## src/rtl/ccfr_pkg.sv

```systemverilog
`default_nettype none
// ----------------------------------------------------------------------------
// ccfr_pkg
// Shared constants, types and the CRC-16/KERMIT byte fold for the COBS frame
// receiver.
// ----------------------------------------------------------------------------
package ccfr_pkg;

  // Stuffed bytes taken per frame before further bytes are dropped (8..63).
  localparam int RAW_BUFFER_BYTES  = 32;
  // Largest payload after the four-byte message id (1..8).
  localparam int MAX_PAYLOAD_BYTES = 8;

  localparam logic [15:0] CRC_POLY        = 16'h8408;
  localparam logic [7:0]  FRAME_DELIMITER = 8'h00;
  // A COBS code byte of this value is not followed by an implied zero.
  localparam logic [7:0]  COBS_CODE_FULL  = 8'hFF;

  // Per-frame overhead: message id plus trailing CRC.
  localparam int ID_BYTES  = 4;
  localparam int CRC_BYTES = 2;

  typedef struct packed {
    logic        valid;
    logic [31:0] msg_id;
    logic [3:0]  payload_length;
    logic [63:0] payload;
  } frame_result_t;

  // One byte folded into a reflected CRC-16 with polynomial 0x8408.
  function automatic logic [15:0] crc_fold(input logic [15:0] crc_in,
                                           input logic [7:0]  data);
    logic [15:0] crc;
    crc = crc_in ^ {8'h00, data};
    for (int i = 0; i < 8; i++) begin
      if (crc[0]) begin
        crc = (crc >> 1) ^ CRC_POLY;
      end else begin
        crc = crc >> 1;
      end
    end
    return crc;
  endfunction

endpackage : ccfr_pkg
`default_nettype wire

```

## src/rtl/ccfr_frame_core.sv

```systemverilog
`default_nettype none
// ----------------------------------------------------------------------------
// ccfr_frame_core
// Per-byte COBS decode, two-byte lag, running CRC and field collection. Gives
// a frame verdict when the delimiter word is taken.
// ----------------------------------------------------------------------------
module ccfr_frame_core
  import ccfr_pkg::*;
(
  input  wire logic          clk,
  input  wire logic          rst_n,
  input  wire logic          byte_take,
  input  wire logic [7:0]    rx_byte,
  output frame_result_t      result
);

  localparam logic [5:0] RAW_LIMIT     = 6'(RAW_BUFFER_BYTES);
  localparam logic [5:0] COUNT_MAX     = 6'd63;
  localparam logic [5:0] LAG_DEPTH     = 6'(CRC_BYTES);
  localparam logic [5:0] ID_LIMIT      = 6'(ID_BYTES);
  localparam logic [5:0] DATA_LIMIT    = 6'(ID_BYTES + MAX_PAYLOAD_BYTES);
  localparam logic [5:0] MIN_DECODED   = 6'(ID_BYTES + CRC_BYTES);

  logic [5:0]  raw_count_r,       raw_count_nxt;
  logic [7:0]  cobs_remaining_r,  cobs_remaining_nxt;
  logic        zero_pending_r,    zero_pending_nxt;
  logic [5:0]  decoded_count_r,   decoded_count_nxt;
  logic [15:0] lag_bytes_r,       lag_bytes_nxt;
  logic [15:0] crc_running_r,     crc_running_nxt;
  logic [31:0] id_collect_r,      id_collect_nxt;
  logic [63:0] payload_collect_r, payload_collect_nxt;
  logic        frame_bad_r,       frame_bad_nxt;

  logic        is_delim;
  logic        push;
  logic [7:0]  push_byte;
  logic [7:0]  leaving;
  logic [5:0]  data_index;
  logic [5:0]  payload_index;
  logic [5:0]  length_full;

  assign is_delim      = (rx_byte == FRAME_DELIMITER);
  assign leaving       = lag_bytes_r[7:0];
  assign data_index    = decoded_count_r - LAG_DEPTH;
  assign payload_index = data_index - ID_LIMIT;
  assign length_full   = decoded_count_r - MIN_DECODED;

  always_comb begin
    raw_count_nxt       = raw_count_r;
    cobs_remaining_nxt  = cobs_remaining_r;
    zero_pending_nxt    = zero_pending_r;
    decoded_count_nxt   = decoded_count_r;
    lag_bytes_nxt       = lag_bytes_r;
    crc_running_nxt     = crc_running_r;
    id_collect_nxt      = id_collect_r;
    payload_collect_nxt = payload_collect_r;
    frame_bad_nxt       = frame_bad_r;
    push                = 1'b0;
    push_byte           = rx_byte;

    result.valid          = 1'b0;
    result.msg_id         = id_collect_r;
    result.payload_length = length_full[3:0];
    result.payload        = payload_collect_r;

    if (byte_take) begin
      if (is_delim) begin
        result.valid = (raw_count_r != 6'd0) && (cobs_remaining_r == 8'd0) &&
                       !frame_bad_r && (decoded_count_r >= MIN_DECODED) &&
                       (crc_running_r == lag_bytes_r);
        // Every delimiter starts a fresh frame.
        raw_count_nxt       = '0;
        cobs_remaining_nxt  = '0;
        zero_pending_nxt    = 1'b0;
        decoded_count_nxt   = '0;
        lag_bytes_nxt       = '0;
        crc_running_nxt     = '0;
        id_collect_nxt      = '0;
        payload_collect_nxt = '0;
        frame_bad_nxt       = 1'b0;
      end else if (raw_count_r < RAW_LIMIT) begin
        raw_count_nxt = raw_count_r + 6'd1;
        if (cobs_remaining_r == 8'd0) begin
          // Code byte: emit the zero implied by the previous block.
          push               = zero_pending_r;
          push_byte          = 8'h00;
          zero_pending_nxt   = (rx_byte != COBS_CODE_FULL);
          cobs_remaining_nxt = rx_byte - 8'd1;
        end else begin
          push               = 1'b1;
          cobs_remaining_nxt = cobs_remaining_r - 8'd1;
        end
      end
    end

    if (push) begin
      if (decoded_count_r >= LAG_DEPTH) begin
        crc_running_nxt = crc_fold(crc_running_r, leaving);
        if (data_index < ID_LIMIT) begin
          id_collect_nxt[8*data_index[1:0] +: 8] =
            id_collect_r[8*data_index[1:0] +: 8] | leaving;
        end else if (data_index < DATA_LIMIT) begin
          payload_collect_nxt[8*payload_index[2:0] +: 8] =
            payload_collect_r[8*payload_index[2:0] +: 8] | leaving;
        end else begin
          frame_bad_nxt = 1'b1;
        end
      end
      lag_bytes_nxt = {push_byte, lag_bytes_r[15:8]};
      if (decoded_count_r < COUNT_MAX) begin
        decoded_count_nxt = decoded_count_r + 6'd1;
      end
    end
  end

  always_ff @(posedge clk) begin
    if (!rst_n) begin
      raw_count_r       <= '0;
      cobs_remaining_r  <= '0;
      zero_pending_r    <= 1'b0;
      decoded_count_r   <= '0;
      lag_bytes_r       <= '0;
      crc_running_r     <= '0;
      id_collect_r      <= '0;
      payload_collect_r <= '0;
      frame_bad_r       <= 1'b0;
    end else begin
      raw_count_r       <= raw_count_nxt;
      cobs_remaining_r  <= cobs_remaining_nxt;
      zero_pending_r    <= zero_pending_nxt;
      decoded_count_r   <= decoded_count_nxt;
      lag_bytes_r       <= lag_bytes_nxt;
      crc_running_r     <= crc_running_nxt;
      id_collect_r      <= id_collect_nxt;
      payload_collect_r <= payload_collect_nxt;
      frame_bad_r       <= frame_bad_nxt;
    end
  end

endmodule : ccfr_frame_core
`default_nettype wire

```

## src/rtl/cobs_crc_frame_receiver.sv

```systemverilog
`default_nettype none
// ----------------------------------------------------------------------------
// cobs_crc_frame_receiver
// Result: a frame's result is registered and presented in the cycle after its delimiter word.
// Throughput: one link word per cycle; the frame state is updated in one pass.
// The only hold-off is a full result register whose word is stalled.
// Reset: synchronous, active low; clears frame state and the result valid.
// Result payload registers are not reset.
// ----------------------------------------------------------------------------
// Link words arrive on the input channel. Nonzero words are COBS-decoded as
// they come; a zero word closes the frame. The last two decoded bytes are the
// received CRC-16/KERMIT, low byte first, and are held back in a two-byte lag
// so that only true frame data is folded into the running CRC. A good frame
// of at least four data bytes yields one result word carrying the message id
// and up to eight payload bytes; bad, short, malformed or oversize frames are
// dropped silently.
// ----------------------------------------------------------------------------
module cobs_crc_frame_receiver
  import ccfr_pkg::*;
(
  input  wire logic        clk,
  input  wire logic        rst_n,

  input  wire logic        in_valid,
  output logic             in_stall,
  input  wire logic [7:0]  in_rx_byte,

  output logic             out_valid,
  input  wire logic        out_stall,
  output logic [31:0]      out_msg_id,
  output logic [3:0]       out_payload_length,
  output logic [63:0]      out_payload
);

  frame_result_t frame_result;
  logic          in_take;
  logic          out_valid_r;
  logic [31:0]   out_msg_id_r;
  logic [3:0]    out_payload_length_r;
  logic [63:0]   out_payload_r;

  // A new word is refused only while the result register holds a word that
  // the receiver is not taking this cycle; a drain and a load may coincide.
  assign in_stall = out_valid_r && out_stall;
  assign in_take  = in_valid && !in_stall;

  ccfr_frame_core u_core (
    .clk       (clk),
    .rst_n     (rst_n),
    .byte_take (in_take),
    .rx_byte   (in_rx_byte),
    .result    (frame_result)
  );

  always_ff @(posedge clk) begin
    if (!rst_n) begin
      out_valid_r <= 1'b0;
    end else if (frame_result.valid) begin
      out_valid_r <= 1'b1;
    end else if (out_valid_r && !out_stall) begin
      out_valid_r <= 1'b0;
    end
  end

  // Result payload is loaded only with a good frame verdict.
  always_ff @(posedge clk) begin
    if (frame_result.valid) begin
      out_msg_id_r         <= frame_result.msg_id;
      out_payload_length_r <= frame_result.payload_length;
      out_payload_r        <= frame_result.payload;
    end
  end

  assign out_valid          = out_valid_r;
  assign out_msg_id         = out_msg_id_r;
  assign out_payload_length = out_payload_length_r;
  assign out_payload        = out_payload_r;

endmodule : cobs_crc_frame_receiver
`default_nettype wire

```

## config.mk

```make
export PLATFORM = sky130hd
export DESIGN_NAME = cobs_crc_frame_receiver
export DESIGN_NICKNAME = d
export VERILOG_FILES = /design/src/rtl/ccfr_pkg.sv /design/src/rtl/ccfr_frame_core.sv /design/src/rtl/cobs_crc_frame_receiver.sv
export SDC_FILE = /design/constraint.sdc
export NUM_CORES = 1
export LEC_CHECK = 0
export BUFFER_PORTS_ARGS = -buffer_cell sky130_fd_sc_hd__buf_2
export CORE_ASPECT_RATIO = 1.4
export CORE_MARGIN = 1
export CORE_UTILIZATION = 53
export CTS_CLUSTER_DIAMETER = 50
export DETAILED_ROUTE_END_ITERATION = 10
export PLACE_DENSITY = 0.78
export SLEW_MARGIN = 40
export SYNTH_ARGS = -nofsm -noshare
export SYNTH_HDL_FRONTEND = slang
export SYNTH_SLANG_ARGS = --single-unit
```

## constraint.sdc

```tcl
create_clock -name clk -period 4.6 [get_ports clk]
set_input_delay 0.46 -clock clk [delete_from_list [all_inputs] [get_ports clk]]
set_output_delay 0.46 -clock clk [all_outputs]
set_load 0.01 [all_outputs]
```

==> results of run 1 <==
==> area by class of cell <==
| cell class | instances | area [µm²] | area share (%) |
|---|---|---|---|
| inverters | 10 | 37.54 | 0.3062 |
| well taps | 248 | 310.3 | 2.531 |
| flip-flops and latches | 251 | 6027 | 49.17 |
| repair buffers | 129 | 710.7 | 5.798 |
| multi-input cells | 623 | 4389 | 35.81 |
| clock inverters | 12 | 143.9 | 1.174 |
| clock buffers | 29 | 639.4 | 5.216 |
==> layer usage <==
layer	vias up	global-route usage [%]	wire length [µm]
li1	3590	-	-
met1	3745	30.71	9816
met2	270	43.35	12910
met3	76	3.159	1441
met4	0	10.95	988
met5	-	0	0
==> sequential cells by signal, summed over array words and instances, names as in the netlist, 4 cells and up <==
register / cells
out_payload: 64
u_core.payload_collect_r: 64
out_msg_id: 32
u_core.id_collect_r: 32
u_core.crc_running_r: 16
u_core.lag_bytes_r: 16
u_core.cobs_remaining_r: 8
u_core.decoded_count_r: 6
u_core.raw_count_r: 6
out_payload_length: 4
==> cell families after synthesis <==
family	count (synthesis)
compound gates	123
xor+xnor	31
fa+ha+maj	13
buf+inv	53
flops	251
mux	107
simple gates	349
==> worst max-delay path, delay by kind of cell (launching register included) <==
family | cells | cell delay, ns
fa+ha+maj | 2 | 0.67
flops | 1 | 0.46
compound gates | 1 | 0.55
mux | 1 | 0.32
buf+inv | 3 | 0.48
simple gates | 2 | 0.66
==> cells in the final DEF, fill, tap and decap left out, types with 4 or more instances in the layout <==
| master | instances |
|---|---|
| or2_2 | 17 |
| o21ai_0 | 8 |
| dfxtp_1 | 150 |
| nand4_1 | 10 |
| and2_1 | 6 |
| a211oi_1 | 5 |
| ha_1 | 13 |
| o21a_1 | 18 |
| buf_2 | 113 |
| xnor2_1 | 27 |
| mux4_2 | 24 |
| mux2i_1 | 83 |
| clkbuf_16 | 24 |
| a22oi_1 | 20 |
| nand2b_1 | 4 |
| nand3_1 | 18 |
| inv_1 | 10 |
| a21oi_1 | 25 |
| nor4_1 | 9 |
| nand3b_1 | 9 |
| and3_1 | 23 |
| nor3_1 | 7 |
| nand2_1 | 171 |
| o2bb2ai_1 | 20 |
| edfxtp_1 | 100 |
| nor2_1 | 57 |
| buf_4 | 14 |
| xor2_1 | 4 |
==> power by group through the flow <==
stage	combinational [µW]	sequential, µW	clock, µW
2_1_floorplan	848	2470	0
3_3_place_gp	1080	2500	0
3_5_place_dp	1100	2500	0
4_1_cts	1110	2460	2000
5_1_grt	1220	2460	2080
6_report	1120	2460	1980
==> metrics by stage <==
step / power (µW) / setup WS (ns)
after CTS: 5569 / 1.374
after global placement: 3586 / 1.407
after detailed placement: 3605 / 1.316
after global routing: 5767 / 1.155
final: 5558 / 1.367
after floorplan: 3320 / 0.001638
==> path summary, 6_finish.rpt <==
path / from / end / slack, ns / depth (start not counted)
min reg2reg: u_core.id_collect_r[15]$_SDFF_PN0_ / out_msg_id[15]$_DFFE_PP_ / 0.46 / 0
min: in_rx_byte[7] / u_core.lag_bytes_r[15]$_SDFFE_PN0P_ / 0.27 / 3
max reg2reg: u_core.decoded_count_r[2]$_SDFF_PN0_ / u_core.payload_collect_r[39]$_SDFF_PN0_ / 1.37 / 9
max: u_core.decoded_count_r[2]$_SDFF_PN0_ / u_core.payload_collect_r[39]$_SDFF_PN0_ / 1.37 / 9
==> impl_summary.md, run 1 <==
Finish
At the end of the flow the core is filled with cells to 63.04%. In the final design database the tool counted 1063 nets. The filler-free cell count of the finished design is 1302.

The layout overhead on the synthesized area is 15.41%. The finished cells cover 0.01226 mm². 0 antenna diodes ended up in the layout.

The filler cell count in the final layout is 1542. The post-route netlist has 21.16% of its cells at a drive strength greater than 1.

Clock tree
The number of gates resized after CTS was 0. The clock drives 251 sinks. The clock tree from TritonCTS is yes. Clock tree synthesis selected as its root buffer the cell clkbuf_16. CTS built an H-tree with a depth of 1. The number of buffers inserted by post-CTS setup repair is 0. In this run the deepest clock path goes through 3 buffers. The insertion delay of the later-clocked pin in the worst-skew pair is 0.51 ns. The number of clock buffers inserted by TritonCTS is 23. Clock-pin slew was measured on the worst setup and hold paths at 0.07 ns. Buffers inserted to repair hold after CTS numbered 0.

Synth
The average cell area after synthesis is 11.46 µm². The synthesized netlist devotes 1.531% of its cell area to adder and majority cells. The count of unique library cells instantiated by Yosys is 57. By area the synthesized netlist is led by dfxtp_1 (28%), edfxtp_1 (28%), mux2i_1 (7.8%), nand2_1 (6.0%), mux4_2 (5.1%). The largest total area in the synthesized netlist belongs to dfxtp_1. Synthesis inferred 251 register bits. In this run, synthesis inferred 100 flip-flops with an integrated enable.

The async set-reset flop share out of synthesis is 0%. The most used flip-flop cell after synthesis is dfxtp_1. The total of warnings raised by yosys is 0. The combinational family with the most area after synthesis is simple AND/OR/NAND/NOR gates. The sequential cell area fraction in the yosys report is 56.73%. The synthesized netlist devotes 15.49% of its cell area to simple gates.

The area fraction in compound gates after synthesis is 8.623%. After synthesis, the largest area contributor takes up 28.46% of total cell area. In the post-synthesis netlist, the cell with the most instances is nand2_1. The cell count after synthesis is 927. Ranked by instance count, the synthesized netlist is headed by nand2_1 (171), dfxtp_1 (151), edfxtp_1 (100).

The total standard cell area after synthesis is 0.01062 mm². The xor-xnor portion of the synthesized cell area is 2.556%. The synthesized net count is 952. The portion of synthesized area spent on multiplexers is 12.91%.

Detailed routing
The detail route stage leaves a number of antenna-violating nets equal to 0. The detailed router placed 7681 vias in this run. In the final routed layout, each cell accounts on average for 19.32 µm.

The via-per-instance ratio is 5.899. After detailed routing, the number of remaining DRC violations is 0. The total wirelength of the detailed-routed design is 25.15 mm.

The first-pass detailed-route iteration total is 5. For this block, the initial DRC count from the detailed router was 653.

Power
The fraction of power spent switching nets is 29.04%. The internal power is 3944 µW. The analysis attributes to cell leakage a power of 0.004643 µW.

In this run the power density over the cells is 453.4 mW/mm². Combinational cells account for 20.1% of the total power. The proportion of power drawn by flip-flops and latches is 44.3%.

The reported net switching power is 1614 µW. The maximum VDD drop is 0.0003161 V. The clock network is responsible for 35.6% of the overall power.

Timing
The number of endpoints with negative hold slack in the final report is 0. The final max-slew violation count was 0. Counting I/O delays and the setup requirement, the final critical path takes 3.233 ns. In this run the tightest slew margin relative to its limit is 44.91%. The final clock period utilization by the worst path is 70.29%.

The clock tree skew after final layout is 0.009550 ns. Setup repair after global routing left no endpoint under its margin. Setup violations remaining at the end of the flow were counted as 0. The total negative slack for setup checks is 0 ns. The maximum operating frequency is 0.3093 GHz.

For the pin with the worst max-slew slack, the measured transition is 0.8234 ns. Final hold analysis gives a worst-case slack of 0.2725 ns.

Setup path
The required time at the endpoint of the critical path is 5.03 ns. The startpoint class of the critical path is a flip-flop. The slowest cell on the critical path is nand4b_1.

The data arrival at the endpoint of the critical path is 3.66 ns. The largest single stage delay on the critical path is 0.60 ns. The worst-path maximum fanout is 15. The signal on the critical path passes through inv_1 -> ha_1 -> buf_4 -> inv_1 -> ha_1 -> nand2_1 -> a211oi_1 -> nand4b_1 -> mux2i_1. The capturing element type of the critical path is a flip-flop.

The path type of the worst setup path is reg2reg.

Placement
Routability-driven placement finished with a final weighted congestion of 0.8666. In this run the cell area measured after placement is 0.01147 mm². The placed cell count is 1261.

The estimated wirelength of the detail-placed design is 17.31 mm. The number of input and output port buffers inserted is 113.

Floorplanning
The floorplan has 60 rows. For this design the top-level I/O count stands at 114. The floorplan die height is 169.5 µm.

The core region is 0.01944 mm². The initial core utilization is 54.63%. The die covers 0.02062 mm². The die is 121.6 µm wide.

Outcome
The flow ran to the end, and the final reports show no timing, DRC or antenna violations.

Min path
The type of the worst min-delay path is in2reg.

GRT
The via count of the first global-routing pass is 7445. The global-route wire length before repair is 39.76 mm. The remaining global-route overflow is 0. The total global routing track utilization is 24.91%. The number of antenna violations at the first check in global routing is 0. The pin count of the biggest net entering global routing is 62.

Job
The count of maximum capacitance violations is 0.
Power figures use the tool's default switching activity.
==> inputs of run 2 (changes only) <==
==> constraint.sdc (replaced) <==
create_clock -name clk -period 2.83 [get_ports clk]
set_input_delay 0.283 -clock clk [delete_from_list [all_inputs] [get_ports clk]]
set_output_delay 0.283 -clock clk [all_outputs]
set_load 0.01 [all_outputs]
==> run 2 against run 1 <==
Final cell count increased by 1.8%. Worst setup slack got worse by 1.2 ns. Combinational power increased by 72%. Worst hold slack got worse by 0.15 ns. Register-to-register slack got worse by 1.2 ns. Critical path depth decreased by 2. Critical path type unchanged. Critical endpoint is now u_core.payload_collect_r[22]$_SDFF_PN0_.
==> impl_summary.md, run 2 (synthesis results as in run 1) <==
Placement
In this run the tool buffered the top-level ports with 113 buffer cells. The estimated wirelength of the detail-placed design is 17.36 mm. Prior to clock tree synthesis, the placed netlist has a worst setup slack of 0.1720 ns. At the end of routability-driven placement, the weighted congestion stood at 0.8830.

Clock tree
Buffers added to address setup during post-CTS repair amount to 0. Clock-pin slew was measured on the worst setup and hold paths at 0.07 ns. The clock tree from TritonCTS is yes. The number of clock buffers inserted by TritonCTS is 24. CTS built an H-tree with a depth of 1. The number of sinks driven by the clock tree is 251. The insertion delay of the later-clocked pin in the worst-skew pair is 0.52 ns.

The largest buffer count on any clock path is 3. In this run the clock root is driven by a clkbuf_16.

Timing
The number of endpoints with negative hold slack in the final report is 0. The total negative slack for setup checks is 0 ns. The normalized max-slew margin is 44.90%. The number of setup violations in the final report is 0. The final clock period utilization by the worst path is 92.65%. The slew at the pin closest to its max-slew limit is 0.8265 ns. The maximum operating frequency is 0.3814 GHz. The final max-slew violation count is 0. Setup repair after global routing left no endpoint under its margin. The clock tree skew after final layout is 0.01103 ns. Setup slack on the critical path of the routed design comes to 0.2081 ns. The minimum clock period after layout is 2.622 ns.

Job
The tool flagged a number of max-cap violations equal to 0.

Power
In this run the power spent charging and discharging nets is 2699 µW. The maximum VDD drop is 0.0006550 V. The fraction of power consumed by the clock network is 36.5%.

The leakage power total is 0.004765 µW. The portion of total power attributed to combinational logic is 20.7%. Of the total power, registers draw 42.8%. Net switching is 28.96% of the power. The internal power of the cells totals 6620 µW. Dividing total power by cell area gives a power density of 743.5 mW/mm².

Setup path
The data arrival at the endpoint of the critical path is 3.05 ns. The critical path goes through inv_1 -> ha_4 -> or2_2 -> a211o_1 -> a211oi_2 -> nand3_2 -> mux2i_1. The depth of the worst register-to-register path is 7. The family of cells with the greatest summed delay on the critical path is compound AO/OA/AOI/OAI gates. The capturing element type of the critical path is a flip-flop. The setup path with the least slack is of type reg2reg. The startpoint class of the critical path is a flip-flop. The largest single stage delay on the critical path is 0.47 ns. The slowest cell on the critical path is dfxtp_1.

STA puts the critical path data required time at 3.26 ns. The endpoint of the lowest-slack register-to-register path is u_core.payload_collect_r[22]$_SDFF_PN0_. The critical register-to-register path startpoint is u_core.decoded_count_r[2]$_SDFF_PN0_. The number of buffers and inverters on the critical path is 1. The worst-path maximum fanout is 8.

The setup slack of the worst register-to-register path is 0.21 ns.

GRT
Global routing used 25.09% of the available tracks across all layers. The number of antenna violations at the first check in global routing was 1. The global-route wire length before repair is 40.07 mm. The via count of the first global-routing pass was 7501. The pin count of the biggest net entering global routing is 74. The total overflow left after global routing is 0.

Floorplanning
Measured along the y axis, the die boundary spans 169.5 µm. The initial utilization of the core area, before any placement, comes to 54.63%. The floorplan has 60 rows. The width of the die is 121.6 µm.

The die covers 0.02062 mm². During I/O placement, the number of pins put on the boundary was 114. The placeable core region is 0.01944 mm².

Finish
The top cell types in the final layout, fill and taps aside, are nand2_1 (171), dfxtp_1 (149), buf_2 (113). Leaving out fill and tap cells, the most frequent cell in the layout is nand2_1. The share of post-route cells with drive strength above 1 is 23.88%.

At the end of the flow, the number of nets in the layout was 1083. The layout overhead on the synthesized area is 18.00%.

Outcome
The flow ran to the end, and the final reports show no timing, DRC or antenna violations.

Detailed routing
For this block, the via count after detailed routing is 7695. After the first detailed-routing iteration, the DRC count stood at 604. The total wirelength of the detailed-routed design is 25.46 mm. The via-per-instance ratio is 5.808. The first-pass detailed-route iteration total is 5. The average wire length per cell after detail routing is 19.21 µm. The post-detailed-route DRC marker count is 0.

The count of nets left with antenna violations once routing finished came out at 0.

Min path
The tightest min-delay check is of the in2reg type. The worst hold path passes through 3 cells. The worst min-delay path endpoint is u_core.lag_bytes_r[15]$_SDFFE_PN0P_.

The source of the worst hold timing path is in_rx_byte[7].
==> run 2: cell types whose count changed in the layout (fill, tap and decap cells not counted), moves of 2 or more <==
| cell | delta |
|---|---|
| ha_1 | -2 |
| ha_4 | +2 |
| clkinv_4 | +2 |
| and3_2 | +3 |
| clkinv_1 | -2 |
| and3_1 | -3 |
| nor4_1 | -2 |
| nor4_2 | +2 |
| buf_4 | +18 |
==> run 2: worst max-delay path by stage <==
stage / cells past startpoint / slack (ns) / start / to
2_1_floorplan: 10 / 0.01 / u_core.decoded_count_r[1]$_SDFF_PN0_ / u_core.payload_collect_r[0]$_SDFF_PN0_
3_3_place_gp: 5 / 0.27 / u_core.cobs_remaining_r[3]$_SDFFE_PN0P_ / u_core.payload_collect_r[60]$_SDFF_PN0_
3_5_place_dp: 7 / 0.17 / u_core.decoded_count_r[2]$_SDFF_PN0_ / u_core.payload_collect_r[52]$_SDFF_PN0_
4_1_cts: 7 / 0.11 / u_core.decoded_count_r[2]$_SDFF_PN0_ / u_core.payload_collect_r[52]$_SDFF_PN0_
5_1_grt: 7 / 0.07 / u_core.decoded_count_r[2]$_SDFF_PN0_ / u_core.payload_collect_r[20]$_SDFF_PN0_
6_report: 7 / 0.21 / u_core.decoded_count_r[2]$_SDFF_PN0_ / u_core.payload_collect_r[22]$_SDFF_PN0_
==> run 2: power by group through the flow <==
stage / combinational [µW] / sequential [µW] / clock [µW]
final: 1930 / 3990 / 3400
after global placement: 1870 / 4060 / 0
after CTS: 1910 / 3980 / 3440
after global routing: 2120 / 4000 / 3580
after floorplan: 1430 / 4020 / 0
after detailed placement: 1890 / 4060 / 0
==> run 2: area by class of cell <==
cell class	count	area (µm²)
tap	248	310.3
sequential	251	6028
clock inverter	15	201.4
inverter	10	37.54
fill	1451	6910
timing repair buffer	148	865.8
multi-input combinational	623	4437
antenna	1	2.502
clock buffer	29	650.6
==> run 2: routing by layer <==
metal | GRT usage, % | wire length, µm | vias up | part of all wire [%]
li1 | - | - | 3629 | -
met1 | 31.13 | 9913 | 3697 | 39
met2 | 43.08 | 12870 | 307 | 51
met3 | 3.360 | 1724 | 60 | 6.8
met4 | 11.49 | 936 | 2 | 3.7
met5 | 0 | 13 | - | 0.051
==> run 2: through the flow <==
| step | utilization [%] | cells | instance area (µm²) | power, µW | hold slack [ns] |
|---|---|---|---|---|---|
| after floorplan | - | 927 | 10700 | 5448 | 0.4245 |
| after CTS | 64.41 | 1324 | 12520 | 9325 | 0.1181 |
| after global placement | 60.03 | 1280 | 11670 | 5927 | 0.4365 |
| final | 64.46 | 1325 | 12530 | 9319 | 0.1178 |
| after detailed placement | 60.03 | 1280 | 11670 | 5955 | 0.4390 |
| after global routing | 64.46 | 1325 | 12530 | 9700 | 0.1539 |
==> run 2: repair_timing <==
| item | CTS | global route |
|---|---|---|
| endpoints found under the setup margin | 0 | 11 |
| gates resized for setup | 0 | 3 |
| hold buffers | 0 | 0 |
| endpoints found under the hold margin | 0 | 0 |
==> run 2: worst register-to-register path, delay by kind of cell (launching register included) <==
kind                       cells  cell delay (ns)
AOI/OAI and AO/OA              2             0.76
DFF                            1             0.47
and+or+nand+nor                2             0.68
adders and majority gates      1             0.19
muxes                          1             0.30
buffers and inverters          1             0.15
